`config.mk`:
```
export PLATFORM = sky130hd
export DESIGN_NAME = cle_ctrl
export DESIGN_NICKNAME = d
export VERILOG_FILES = /design/src/hw/rtl/cle_pkg.sv /design/src/hw/rtl/cle_ctrl.sv
export SDC_FILE = /design/constraint.sdc
export NUM_CORES = 1
export LEC_CHECK = 0
export ABC_AREA = 0
export CORE_AREA = 4 4 41 43
export DETAILED_ROUTE_END_ITERATION = 16
export DIE_AREA = 0 0 45 47
export DONT_BUFFER_PORTS = 1
export GPL_TIMING_DRIVEN = 1
export PLACE_DENSITY_LB_ADDON = 0.25
export SYNTH_ARGS = -nofsm -noshare
export SYNTH_HDL_FRONTEND = slang
export SYNTH_SLANG_ARGS = --single-unit
```
`constraint.sdc`:
```
create_clock -name clk_i -period 1.5 [get_ports clk_i]
set_input_delay 0.3 -clock clk_i [delete_from_list [all_inputs] [get_ports clk_i]]
set_output_delay 0.3 -clock clk_i [all_outputs]
set_load 0.05 [all_outputs]
```
`src/hw/rtl/cle_pkg.sv`:
```
package cle_pkg;

  // Store geometry and register defaults
  localparam int unsigned LINE_STORE_DEF = 32;
  localparam int unsigned HARD_CAP       = 32;
  localparam int unsigned CAP_W          = 6;
  localparam int unsigned COUNT_W        = 5;
  localparam int unsigned CHAR_W         = 7;
  localparam int unsigned BYTE_W         = 8;
  localparam int unsigned KIND_W         = 2;
  localparam int unsigned PADDR_W        = 3;
  localparam int unsigned PDATA_W        = 32;

  localparam logic [CAP_W-1:0] CAP_RESET = CAP_W'(32);

  // Register indexes
  localparam int unsigned REG_LINE_CAPACITY = 0;

  // Console byte codes
  localparam logic [BYTE_W-1:0] CH_BS  = 8'd8;
  localparam logic [BYTE_W-1:0] CH_LF  = 8'd10;
  localparam logic [BYTE_W-1:0] CH_CR  = 8'd13;
  localparam logic [BYTE_W-1:0] CH_SP  = 8'd32;
  localparam logic [BYTE_W-1:0] CH_DEL = 8'd127;

  typedef enum logic [KIND_W-1:0] {
    KIND_ECHO = 2'd0,
    KIND_LINE = 2'd1,
    KIND_EOL  = 2'd2
  } kind_e;

  typedef enum logic [2:0] {
    SRC_RX,
    SRC_BS,
    SRC_SP,
    SRC_CR,
    SRC_LF,
    SRC_LINE,
    SRC_END
  } src_e;

  typedef enum logic [3:0] {
    ST_IDLE,
    ST_DECODE,
    ST_PUT,
    ST_BS1,
    ST_BS2,
    ST_BS3,
    ST_CR,
    ST_LF,
    ST_LINE,
    ST_END
  } state_e;

  typedef struct packed {
    logic latch_byte;
    logic emit;
    src_e src;
    logic last;
    logic wr_store;
    logic cnt_inc;
    logic cnt_dec;
    logic cnt_clr;
    logic idx_clr;
    logic idx_inc;
  } cmd_t;

  typedef struct packed {
    logic out_free;
    logic is_eol;
    logic bs_ok;
    logic put_ok;
    logic line_empty;
    logic line_done;
  } status_t;

endpackage

```
`src/hw/rtl/cle_ctrl.sv`:
```
module cle_ctrl import cle_pkg::*; (
  input  logic    clk_i,
  input  logic    rst_ni,
  input  logic    in_valid_i,
  output logic    in_ready_o,
  input  status_t status_i,
  output cmd_t    cmd_o
);

  state_e state_q, state_d;

  always_ff @(posedge clk_i or negedge rst_ni) begin
    if (!rst_ni) begin
      state_q <= ST_IDLE;
    end else begin
      state_q <= state_d;
    end
  end

  always_comb begin
    state_d = state_q;
    unique case (state_q)
      ST_IDLE: begin
        if (in_valid_i) state_d = ST_DECODE;
      end
      ST_DECODE: begin
        priority if (status_i.is_eol) state_d = ST_CR;
        else if (status_i.bs_ok)      state_d = ST_BS1;
        else if (status_i.put_ok)     state_d = ST_PUT;
        else                          state_d = ST_IDLE;
      end
      ST_PUT: if (status_i.out_free) state_d = ST_IDLE;
      ST_BS1: if (status_i.out_free) state_d = ST_BS2;
      ST_BS2: if (status_i.out_free) state_d = ST_BS3;
      ST_BS3: if (status_i.out_free) state_d = ST_IDLE;
      ST_CR:  if (status_i.out_free) state_d = ST_LF;
      ST_LF: begin
        if (status_i.out_free) state_d = status_i.line_empty ? ST_END : ST_LINE;
      end
      ST_LINE: begin
        if (status_i.out_free && status_i.line_done) state_d = ST_END;
      end
      ST_END: if (status_i.out_free) state_d = ST_IDLE;
      default: state_d = ST_IDLE;
    endcase
  end

  always_comb begin
    in_ready_o = 1'b0;
    cmd_o      = '0;
    cmd_o.src  = SRC_RX;
    unique case (state_q)
      ST_IDLE: begin
        in_ready_o       = 1'b1;
        cmd_o.latch_byte = in_valid_i;
      end
      ST_DECODE: ;
      ST_PUT: begin
        cmd_o.emit     = status_i.out_free;
        cmd_o.src      = SRC_RX;
        cmd_o.last     = 1'b1;
        cmd_o.wr_store = status_i.out_free;
        cmd_o.cnt_inc  = status_i.out_free;
      end
      ST_BS1: begin
        cmd_o.emit    = status_i.out_free;
        cmd_o.src     = SRC_BS;
        cmd_o.cnt_dec = status_i.out_free;
      end
      ST_BS2: begin
        cmd_o.emit = status_i.out_free;
        cmd_o.src  = SRC_SP;
      end
      ST_BS3: begin
        cmd_o.emit = status_i.out_free;
        cmd_o.src  = SRC_BS;
        cmd_o.last = 1'b1;
      end
      ST_CR: begin
        cmd_o.emit = status_i.out_free;
        cmd_o.src  = SRC_CR;
      end
      ST_LF: begin
        cmd_o.emit    = status_i.out_free;
        cmd_o.src     = SRC_LF;
        cmd_o.idx_clr = 1'b1;
      end
      ST_LINE: begin
        cmd_o.emit    = status_i.out_free;
        cmd_o.src     = SRC_LINE;
        cmd_o.idx_inc = status_i.out_free;
      end
      ST_END: begin
        cmd_o.emit    = status_i.out_free;
        cmd_o.src     = SRC_END;
        cmd_o.last    = 1'b1;
        cmd_o.cnt_clr = status_i.out_free;
      end
      default: ;
    endcase
  end

endmodule

```
==> flow_metrics.env, run 1 <==
export IMPL_status="finished with violations"
export IMPL_violations="negative setup slack"
export IMPL_worstSetupPathType="reg2out"
export IMPL_largest_reg_flops=4
export IMPL_drt_initial_drc_count=6
export IMPL_max_flop_register="state_q"
export IMPL_synth_seq_area_share_pct=22.4
export IMPL_hold_viol_final=0
export IMPL_num_io_pins=22
export IMPL_p_total_mw=2.64
export IMPL_switching_power_mw=1.29
export IMPL_numCtsBuffers=3
export IMPL_synth_simple_area_share_pct=36.7
export IMPL_placed_area_um2=826
export IMPL_ys_seq_elements=4
export IMPL_clkSinkCount=4
export IMPL_ir_drop_uv=1390
export IMPL_worstPathMaxFanout=5
export IMPL_dp_cells=95
export IMPL_stdcell_area_um2=1040
export IMPL_synth_common_cells="6 x nand2b_1, 5 x nor3_1, 5 x o21ai_0"
export IMPL_synthAdderAreaFrac_pct=0
export IMPL_wl_um=1650
export IMPL_num_rows=13
export IMPL_cts_tree="done"
export IMPL_required_ns=1.20
export IMPL_leakage_nw=0.417
export IMPL_relSlewSlack_pct=82.8
export IMPL_netlist_area_um2=447
export IMPL_grt_usage_pct=19.3
export IMPL_clockRootBuffer="clkbuf_4"
export IMPL_clkPwrFrac_pct=5.1
export IMPL_top_regs="state_q: 4 flops"
export IMPL_power_density_nw_per_um2=2530
export IMPL_dieArea_um2=2120
export IMPL_finalCritPeriodShare_pct=115
export IMPL_power_internal_mw=1.34
export IMPL_fillers=81
export IMPL_dp_final_hpwl_um=1100
export IMPL_synth_area_top_cells="dfrtp_1 22%, nand2b_1 8.4%, nor3_1 5.6%, o21ai_0 5.6%, buf_6 5.0%"
export IMPL_synth_top_family_by_area="simple AND/OR/NAND/NOR gates"
export IMPL_final_cells=107
export IMPL_min_period_ns=1.72
export IMPL_yosys_warnings=0
export IMPL_synth_ff_type="dfrtp_1"
export IMPL_worst_ep_arrival_time_ns=1.42
export IMPL_clockBufferDepth=2
export IMPL_fmax_mhz=580
export IMPL_slew_viol_final=0
export IMPL_p_seq_share_pct=9.6
export IMPL_syn_inst=59
export IMPL_synth_fp_nets=68
export IMPL_coreArea_um2=1300
export IMPL_yosysMostFrequentCell="nand2b_1"
export IMPL_synthMuxAreaShare_pct=5.04
export IMPL_first_global_vias=624
export IMPL_synth_top_area_share_pct=22.4
export IMPL_max_cap_violations=0
export IMPL_fin_nets=103
export IMPL_clock_latency_ns=0.24
export IMPL_grt_setup_unrepaired="true"
export IMPL_vias=597
export IMPL_post_route_util_pct=79.9
export IMPL_ant_nets=0
export IMPL_grt_overflow_total=0
export IMPL_synth_area_leader_cell="dfrtp_1"
export IMPL_drive_gt1_share_pct=72.8
export IMPL_comb_power_share_pct=85.3
export IMPL_grt_max_degree=10
export IMPL_swShare_pct=49.0
export IMPL_place_congestion=0.814
export IMPL_synthArstFlopShare_pct=100
export IMPL_port_buffers=0
export IMPL_synthXorXnorAreaFrac_pct=0
export IMPL_synth_edff_count=0
export IMPL_tightest_slew_ns=0.256
export IMPL_drtPass1Iterations=4
export IMPL_die_h_um=47
export IMPL_setup_violations=13
export IMPL_worst_clock_skew_ns=0.00663
export IMPL_die_x_um=45
export IMPL_diodes=0
export IMPL_wl_per_cell_um=15.4
export IMPL_hold_path_class="in2reg"
export IMPL_antenna_found_initial=0
export IMPL_drc=0
export IMPL_yosysUniqueCellTypes=27
export IMPL_avgViaCountPerCell=5.58
export IMPL_cp_start_kind="flop"
export IMPL_timing_final_ws_setup_ns=-0.225
export IMPL_syn2layout_area_growth_pct=133
export IMPL_grt_pass1_wl_um=2930
export IMPL_reg2reg_slack_ns=-0.10
export IMPL_avgSynthCellArea_um2=7.57
export IMPL_fin_tns_setup_ns=-1.89
export IMPL_synth_compound_area_share_pct=24.1
export IMPL_h_tree_depth=1
export IMPL_path_clk_slew_ns=0.04
export IMPL_initial_core_util_pct=34.3
export IMPL_end_kind="output pin"
area by class of cell:
| cell class | count | area [um^2] | area share (%) |
|---|---|---|---|
| Sequential cell | 4 | 105 | 10.1 |
| Tap cell | 15 | 18.8 | 1.81 |
| Clock buffer | 3 | 22.5 | 2.17 |
| Inverter | 1 | 3.75 | 0.361 |
| Timing Repair Buffer | 37 | 414 | 39.8 |
| Multi-Input combinational cell | 47 | 475 | 45.7 |
final timing paths:
check,start,end,cells after the start
worst max-delay path,state_q[0],cmd_o[7],4
worst min-delay path,status_i[5],state_q[3],2
worst max register to register,state_q[1],state_q[0],5
worst min register to register,state_q[3],state_q[2],2
max in group asynchronous,rst_ni,state_q[1],1
min in group asynchronous,rst_ni,state_q[2],1
metrics by stage:
step,setup WS (ns),hold slack [ns]
6_report,-0.225,0.260
5_1_grt,-0.290,0.272
4_1_cts,-0.238,0.250
3_5_place_dp,-0.0424,0.00448
3_3_place_gp,-0.0138,0.00449
2_1_floorplan,-0.499,0.00441
logic make-up (layout without fill, tap and decap cells):
| logic type | count (synthesis) | count (layout) |
|---|---|---|
| mux | 2 | 2 |
| flops | 4 | 4 |
| simple gates | 29 | 29 |
| buf+inv | 8 | 41 |
| compound gates | 16 | 16 |
power by group through the flow:
stage / registers (mW) / logic (mW) / clock network [mW]
after floorplan: 0.198 / 1.22 / 0
after global placement: 0.218 / 1.80 / 0
after detailed placement: 0.222 / 1.81 / 0
after CTS: 0.237 / 2.13 / 0.139
after global routing: 0.266 / 2.37 / 0.159
final: 0.254 / 2.25 / 0.134
worst max-delay path, stage by stage (launching register included):
cell and delay (ns):
dfrtp_2 0.43, nand2b_4 0.15, a311o_1 0.38, o21ai_4 0.08, buf_12 0.15
timing repair:
action,in CTS,in global routing
setup buffers,7,2
resized for setup,20,10
pin swaps,6,4
gates cloned,0,0
hold buffers,1,0
setup endpoints to repair,14,14
hold endpoints to repair,4,0
per-layer routing:
metal / vias to the layer above / share of wire (%) / wire, um / GRT usage [%]
met5: - / 0 / 0 / 0
met1: 283 / 40 / 662 / 21.8
met3: 6 / 6.5 / 108 / 3.83
met4: 0 / 2.7 / 44 / 10.5
met2: 25 / 51 / 837 / 33.9
li1: 283 / - / - / -
cells in the final DEF (no fill, tap or decap), types with 2 or more instances in the layout:
master     n
a21oi_1    4
nor2_4     2
nor3_1     2
nand3_1    2
nand2b_4   4
dfrtp_2    4
o21ai_4    2
nand2_1    2
buf_4     19
clkbuf_4   3
nand2b_1   2
nor4_4     2
o21ai_0    2
mux2_2     2
nor3_4     3
buf_12     8
buf_6      9
No activity file was read; power rests on OpenSTA's default activity.
==> run 2, diff against run 1 <==
--- a/config.mk
+++ b/config.mk
@@ -11,7 +11,7 @@
 export DIE_AREA = 0 0 45 47
 export DONT_BUFFER_PORTS = 1
 export GPL_TIMING_DRIVEN = 1
-export PLACE_DENSITY_LB_ADDON = 0.25
+export PLACE_DENSITY = 0.52
 export SYNTH_ARGS = -nofsm -noshare
 export SYNTH_HDL_FRONTEND = slang
 export SYNTH_SLANG_ARGS = --single-unit
==> run 2 against run 1 <==
The flow still finishes with violations (negative setup slack). Sequential power is 7% lower. Worst hold slack worse by 0.0010 ns. Fmax decreased by 0.16%. Via count did not move. Register-to-register slack improved by 0.13 ns. Routed wire length shrank 1.8%. First-iteration DRC count grew 100%.
==> flow_metrics.env, run 2 (synthesis gave the netlist of run 1 again) <==
export IMPL_coreArea_um2=1300
export IMPL_min_period_ns=1.73
export IMPL_num_rows=13
export IMPL_required_ns=1.20
export IMPL_die_x_um=45
export IMPL_numCtsBuffers=3
export IMPL_worstSetupPathType="reg2out"
export IMPL_grt_usage_pct=15.8
export IMPL_fin_nets=106
export IMPL_fin_tns_setup_ns=-1.68
export IMPL_status="finished with violations"
export IMPL_num_io_pins=22
export IMPL_power_density_nw_per_um2=2560
export IMPL_holdPathStages=2
export IMPL_r2r_end="state_q[0]"
export IMPL_drive_gt1_share_pct=73.7
export IMPL_clockRootBuffer="clkbuf_4"
export IMPL_tightest_slew_ns=0.256
export IMPL_r2r_start="state_q[3]"
export IMPL_hold_slack_ns=0.259
export IMPL_top_regs="state_q: 4 flops"
export IMPL_avgViaCountPerCell=5.43
export IMPL_largest_reg_flops=4
export IMPL_grt_max_degree=8
export IMPL_finalCritPeriodShare_pct=115
export IMPL_post_route_util_pct=82.3
export IMPL_crit_buf_inv=1
export IMPL_dp_final_hpwl_um=1120
export IMPL_worst_r2r_cell_count=4
export IMPL_wl_per_cell_um=14.7
export IMPL_mostFrequentLayoutCell="buf_4"
export IMPL_critPathSlowestCell="dfrtp_2"
export IMPL_drtPass1Iterations=3
export IMPL_place_congestion=0.782
export IMPL_reg2reg_slack_ns=0.03
export IMPL_wl_um=1620
export IMPL_grt_pass1_wl_um=2530
export IMPL_antenna_found_initial=0
export IMPL_critPathTopFamily="compound AO/OA/AOI/OAI gates"
export IMPL_vias=597
export IMPL_critPathMaxStageDelay_ns=0.42
export IMPL_worst_clock_skew_ns=0.00303
export IMPL_clock_latency_ns=0.23
export IMPL_first_global_vias=579
export IMPL_worst_ep_arrival_time_ns=1.43
export IMPL_max_flop_register="state_q"
export IMPL_cts_tree="done"
export IMPL_ant_nets=0
export IMPL_critPathCapture="cmd_o[7]"
export IMPL_initial_core_util_pct=34.3
export IMPL_critPathLaunch="state_q[0]"
export IMPL_syn2layout_area_growth_pct=140
export IMPL_grt_overflow_total=0
export IMPL_stdcell_area_um2=1070
export IMPL_most_common_layout_cells="17 x buf_4, 14 x buf_6, 8 x buf_12, 4 x nand2b_4, 4 x dfrtp_2"
export IMPL_fmax_mhz=579
export IMPL_violations="negative setup slack"
export IMPL_worstPathMaxFanout=4
export IMPL_port_buffers=0
export IMPL_clkSinkCount=4
export IMPL_cp_num_cells=4
export IMPL_max_cap_violations=0
export IMPL_end_kind="output pin"
export IMPL_path_clk_slew_ns=0.04
export IMPL_hold_viol_final=0
export IMPL_worstPathCellList="nand2b_1 -> a311o_1 -> o21ai_4 -> buf_12"
export IMPL_cp_start_kind="flop"
export IMPL_drt_initial_drc_count=12
export IMPL_clockBufferDepth=2
export IMPL_grt_setup_unrepaired="true"
export IMPL_relSlewSlack_pct=82.8
export IMPL_timing_final_ws_setup_ns=-0.228
export IMPL_setup_violations=13
export IMPL_ir_drop_uv=1340
export IMPL_leakage_nw=0.425
export IMPL_drc=0
export IMPL_dieArea_um2=2120
export IMPL_placed_area_um2=841
export IMPL_h_tree_depth=1
export IMPL_diodes=0
export IMPL_hold_path_class="in2reg"
export IMPL_die_h_um=47
export IMPL_slew_viol_final=0
-- run 2: cell count changes in the layout (fill, tap and decap cells not counted) --
cell / delta
nor2_2: -1
a21oi_1: -1
buf_6: +5
buf_4: -2
a21oi_2: +1
nand2_4: -1
nor2_1: +1
nor3_4: -1
nand2_2: +1
nor3_2: +1
-- run 2: area by class of cell --
class	count	area, um^2
Clock buffer	3	22.5
Inverter	1	3.75
Multi-Input combinational cell	47	465
Sequential cell	4	105
Timing Repair Buffer	40	455
Fill cell	79	230
Tap cell	15	18.8
-- run 2: how the worst min path moves through the flow --
stage / startpoint / to
6_report: status_i[5] / state_q[3]
3_3_place_gp: rst_ni / state_q[3]
5_1_grt: status_i[5] / state_q[3]
4_1_cts: status_i[5] / state_q[3]
2_1_floorplan: rst_ni / state_q[0]
3_5_place_dp: rst_ni / state_q[3]
-- run 2: through the flow --
| stage | setup WS [ns] | total power [mW] | cells |
|---|---|---|---|
| after global routing | -0.285 | 2.88 | 110 |
| after floorplan | -0.499 | 1.42 | 59 |
| final | -0.228 | 2.74 | 110 |
| after detailed placement | -0.0396 | 2.08 | 97 |
| after CTS | -0.241 | 2.55 | 105 |
| after global placement | -0.00873 | 2.05 | 97 |
-- run 2: timing repair --
item | 4_1_cts | 5_1_grt
pin swaps | 6 | 8
setup endpoints to repair | 14 | 14
resized for setup | 23 | 9
buffers inserted | 4 | 7
hold endpoints to repair | 4 | 0
hold buffers | 1 | 0
-- run 2: power breakdown --
| part | total, mW | leakage, nW | switching [mW] | internal [mW] |
|---|---|---|---|---|
| registers | 0.237 | 0.0450 | 0.0729 | 0.164 |
| clock network | 0.130 | 0.0138 | 0.0411 | 0.0893 |
| logic | 2.37 | 0.366 | 1.18 | 1.19 |
| total | 2.74 | 0.425 | 1.30 | 1.44 |
-- run 2: metal layers --
| metal | GRT usage [%] | wire, um |
|---|---|---|
| met5 | 0 | 0 |
| met4 | 6.43 | 0 |
| met3 | 3.07 | 88 |
| met2 | 28.0 | 839 |
| met1 | 18.8 | 694 |
==> run 3, diff against run 2 <==
==> constraint.sdc (replaced) <==
create_clock -name clk_i -period 1.5 [get_ports clk_i]
set_input_delay 0.3 -clock clk_i [delete_from_list [all_inputs] [get_ports clk_i]]
set_output_delay 0.3 -clock clk_i [all_outputs]
set_load 0.005 [all_outputs]
==> run 3 against run 2 <==
The run still ends with negative setup slack left. Cell area fell by 34%. Clock skew rose by 0.0018 ns. Register-to-register slack got worse by 0.03 ns. Worst setup slack improved by 0.16 ns. Clock power barely moved. Sequential cell count did not move. Sequential share of layout area rose by 4.9 points. Core utilization fell by 28 points. Sequential power rose by 11%. Total power fell by 45%. Largest cell class unchanged.
==> flow_metrics.env, run 3 (synthesis gave the netlist of run 1 again) <==
export IMPL_setup_violations=5
export IMPL_power_internal_mw=0.848
export IMPL_timing_final_ws_setup_ns=-0.0716
export IMPL_cp_start_kind="flop"
export IMPL_switching_power_mw=0.656
export IMPL_swShare_pct=43.6
export IMPL_avgViaCountPerCell=5.79
export IMPL_fin_nets=86
export IMPL_grt_usage_pct=13.7
export IMPL_clkPwrFrac_pct=8.8
export IMPL_place_congestion=0.761
export IMPL_drt_initial_drc_count=2
export IMPL_cts_tree="done"
export IMPL_r2r_start="state_q[3]"
export IMPL_hold_viol_final=0
export IMPL_initial_core_util_pct=34.3
export IMPL_ant_nets=0
export IMPL_diodes=0
export IMPL_leakage_nw=0.277
export IMPL_dp_final_hpwl_um=885
export IMPL_die_x_um=45
export IMPL_port_buffers=0
export IMPL_grt_pass1_wl_um=2050
export IMPL_clockBufferDepth=2
export IMPL_path_clk_slew_ns=0.03
export IMPL_preCtsSetupSlack_ns=0.0825
export IMPL_num_io_pins=22
export IMPL_grt_setup_unrepaired="true"
export IMPL_worstSetupPathType="reg2out"
export IMPL_hold_path_class="in2reg"
export IMPL_coreArea_um2=1300
export IMPL_max_flop_register="state_q"
export IMPL_die_h_um=47
export IMPL_max_cap_violations=0
export IMPL_numCtsBuffers=3
export IMPL_comb_power_share_pct=73.8
export IMPL_finalCritPeriodShare_pct=105
export IMPL_mostFrequentLayoutCell="buf_4"
export IMPL_num_rows=13
export IMPL_slew_viol_final=0
export IMPL_hp_start="status_i[5]"
export IMPL_worstPathMaxFanout=7
export IMPL_end_kind="output pin"
export IMPL_fmax_mhz=636
export IMPL_most_common_layout_cells="12 x buf_4, 5 x buf_6, 4 x a21oi_1, 4 x dfrtp_2"
export IMPL_critPathLaunch="state_q[2]"
export IMPL_worst_ep_arrival_time_ns=1.27
export IMPL_worst_clock_skew_ns=0.00482
export IMPL_worst_r2r_cell_count=6
export IMPL_drtPass1Iterations=4
export IMPL_clock_latency_ns=0.23
export IMPL_syn2layout_area_growth_pct=59.4
export IMPL_holdPathStages=2
export IMPL_wl_um=1420
export IMPL_first_global_vias=495
export IMPL_p_total_mw=1.50
export IMPL_holdPathEnd="state_q[3]"
export IMPL_grt_overflow_total=0
export IMPL_violations="negative setup slack"
export IMPL_min_period_ns=1.57
export IMPL_wl_per_cell_um=15.8
export IMPL_clkSinkCount=4
export IMPL_top_regs="state_q: 4 flops"
export IMPL_relSlewSlack_pct=82.1
export IMPL_antenna_found_initial=0
export IMPL_required_ns=1.20
export IMPL_tightest_slew_ns=0.266
export IMPL_vias=521
export IMPL_h_tree_depth=1
export IMPL_reg2reg_slack_ns=0
export IMPL_dieArea_um2=2120
export IMPL_grt_max_degree=15
export IMPL_ir_drop_uv=953
export IMPL_r2r_end="state_q[0]"
export IMPL_drc=0
export IMPL_clockRootBuffer="clkbuf_4"
export IMPL_p_seq_share_pct=17.4
export IMPL_drive_gt1_share_pct=62.7
export IMPL_status="finished with violations"
export IMPL_largest_reg_flops=4
export IMPL_power_density_nw_per_um2=2110
-- run 3: cell types whose count changed in the layout (fill, tap and decap cells not counted), sizes merged --
cell,change
buf,-20
-- run 3: what timing repair did --
| item | CTS | global route |
|---|---|---|
| endpoints found under the hold margin | 4 | 0 |
| pin swaps | 4 | 2 |
| endpoints found under the setup margin | 13 | 14 |
| buffers inserted | 7 | 3 |
| hold buffers | 1 | 0 |
| resized for setup | 19 | 12 |
-- run 3: area by class of cell --
| type | count | area (um^2) |
|---|---|---|
| clock buffers | 3 | 22.5 |
| inverters | 1 | 3.75 |
| flip-flops and latches | 4 | 105 |
| multi-input cells | 47 | 395 |
| repair buffers | 20 | 166 |
| well taps | 15 | 18.8 |
| fillers | 128 | 589 |
-- run 3: routing by layer --
metal | vias up | GRT usage, % | routed length (um) | share of wire [%]
li1 | 249 | - | - | -
met1 | 248 | 15.5 | 595 | 42
met2 | 22 | 22.0 | 687 | 48
met3 | 2 | 5.75 | 119 | 8.4
met4 | 0 | 7.02 | 18 | 1.3
met5 | - | 0 | 0 | 0
-- run 3: critical path, stage by stage (launching register included) --
cell     delay [ns]
dfrtp_2        0.46
buf_6          0.14
a311o_1        0.36
o21ai_2        0.08
-- run 3: power groups by stage --
stage	combinational [mW]	sequential [mW]	clock, mW
floorplan	0.556	0.194	0
global placement	0.678	0.250	0
detailed placement	0.679	0.254	0
CTS	0.967	0.257	0.135
global route	1.21	0.269	0.149
finish	1.11	0.262	0.132
-- run 3: per-stage QoR --
stage          hold slack [ns]  util [%]  instances  TNS [ns]  cell area, um^2
6_report                 0.248      54.7         90    -0.159              712
4_1_cts                  0.249      49.3         87    -0.215              642
3_5_place_dp           0.00451      37.7         76         0              490
5_1_grt                  0.251      54.7         90    -0.597              712
3_3_place_gp           0.00451      37.7         76         0              490
2_1_floorplan          0.00441         -         59         0              453
-- run 3: worst max-delay path by stage --
stage                 end  cells past startpoint
2_1_floorplan    cmd_o[5]                      5
3_3_place_gp     cmd_o[7]                      4
3_5_place_dp   state_q[0]                      3
4_1_cts          cmd_o[7]                      3
5_1_grt          cmd_o[7]                      3
6_report         cmd_o[7]                      3
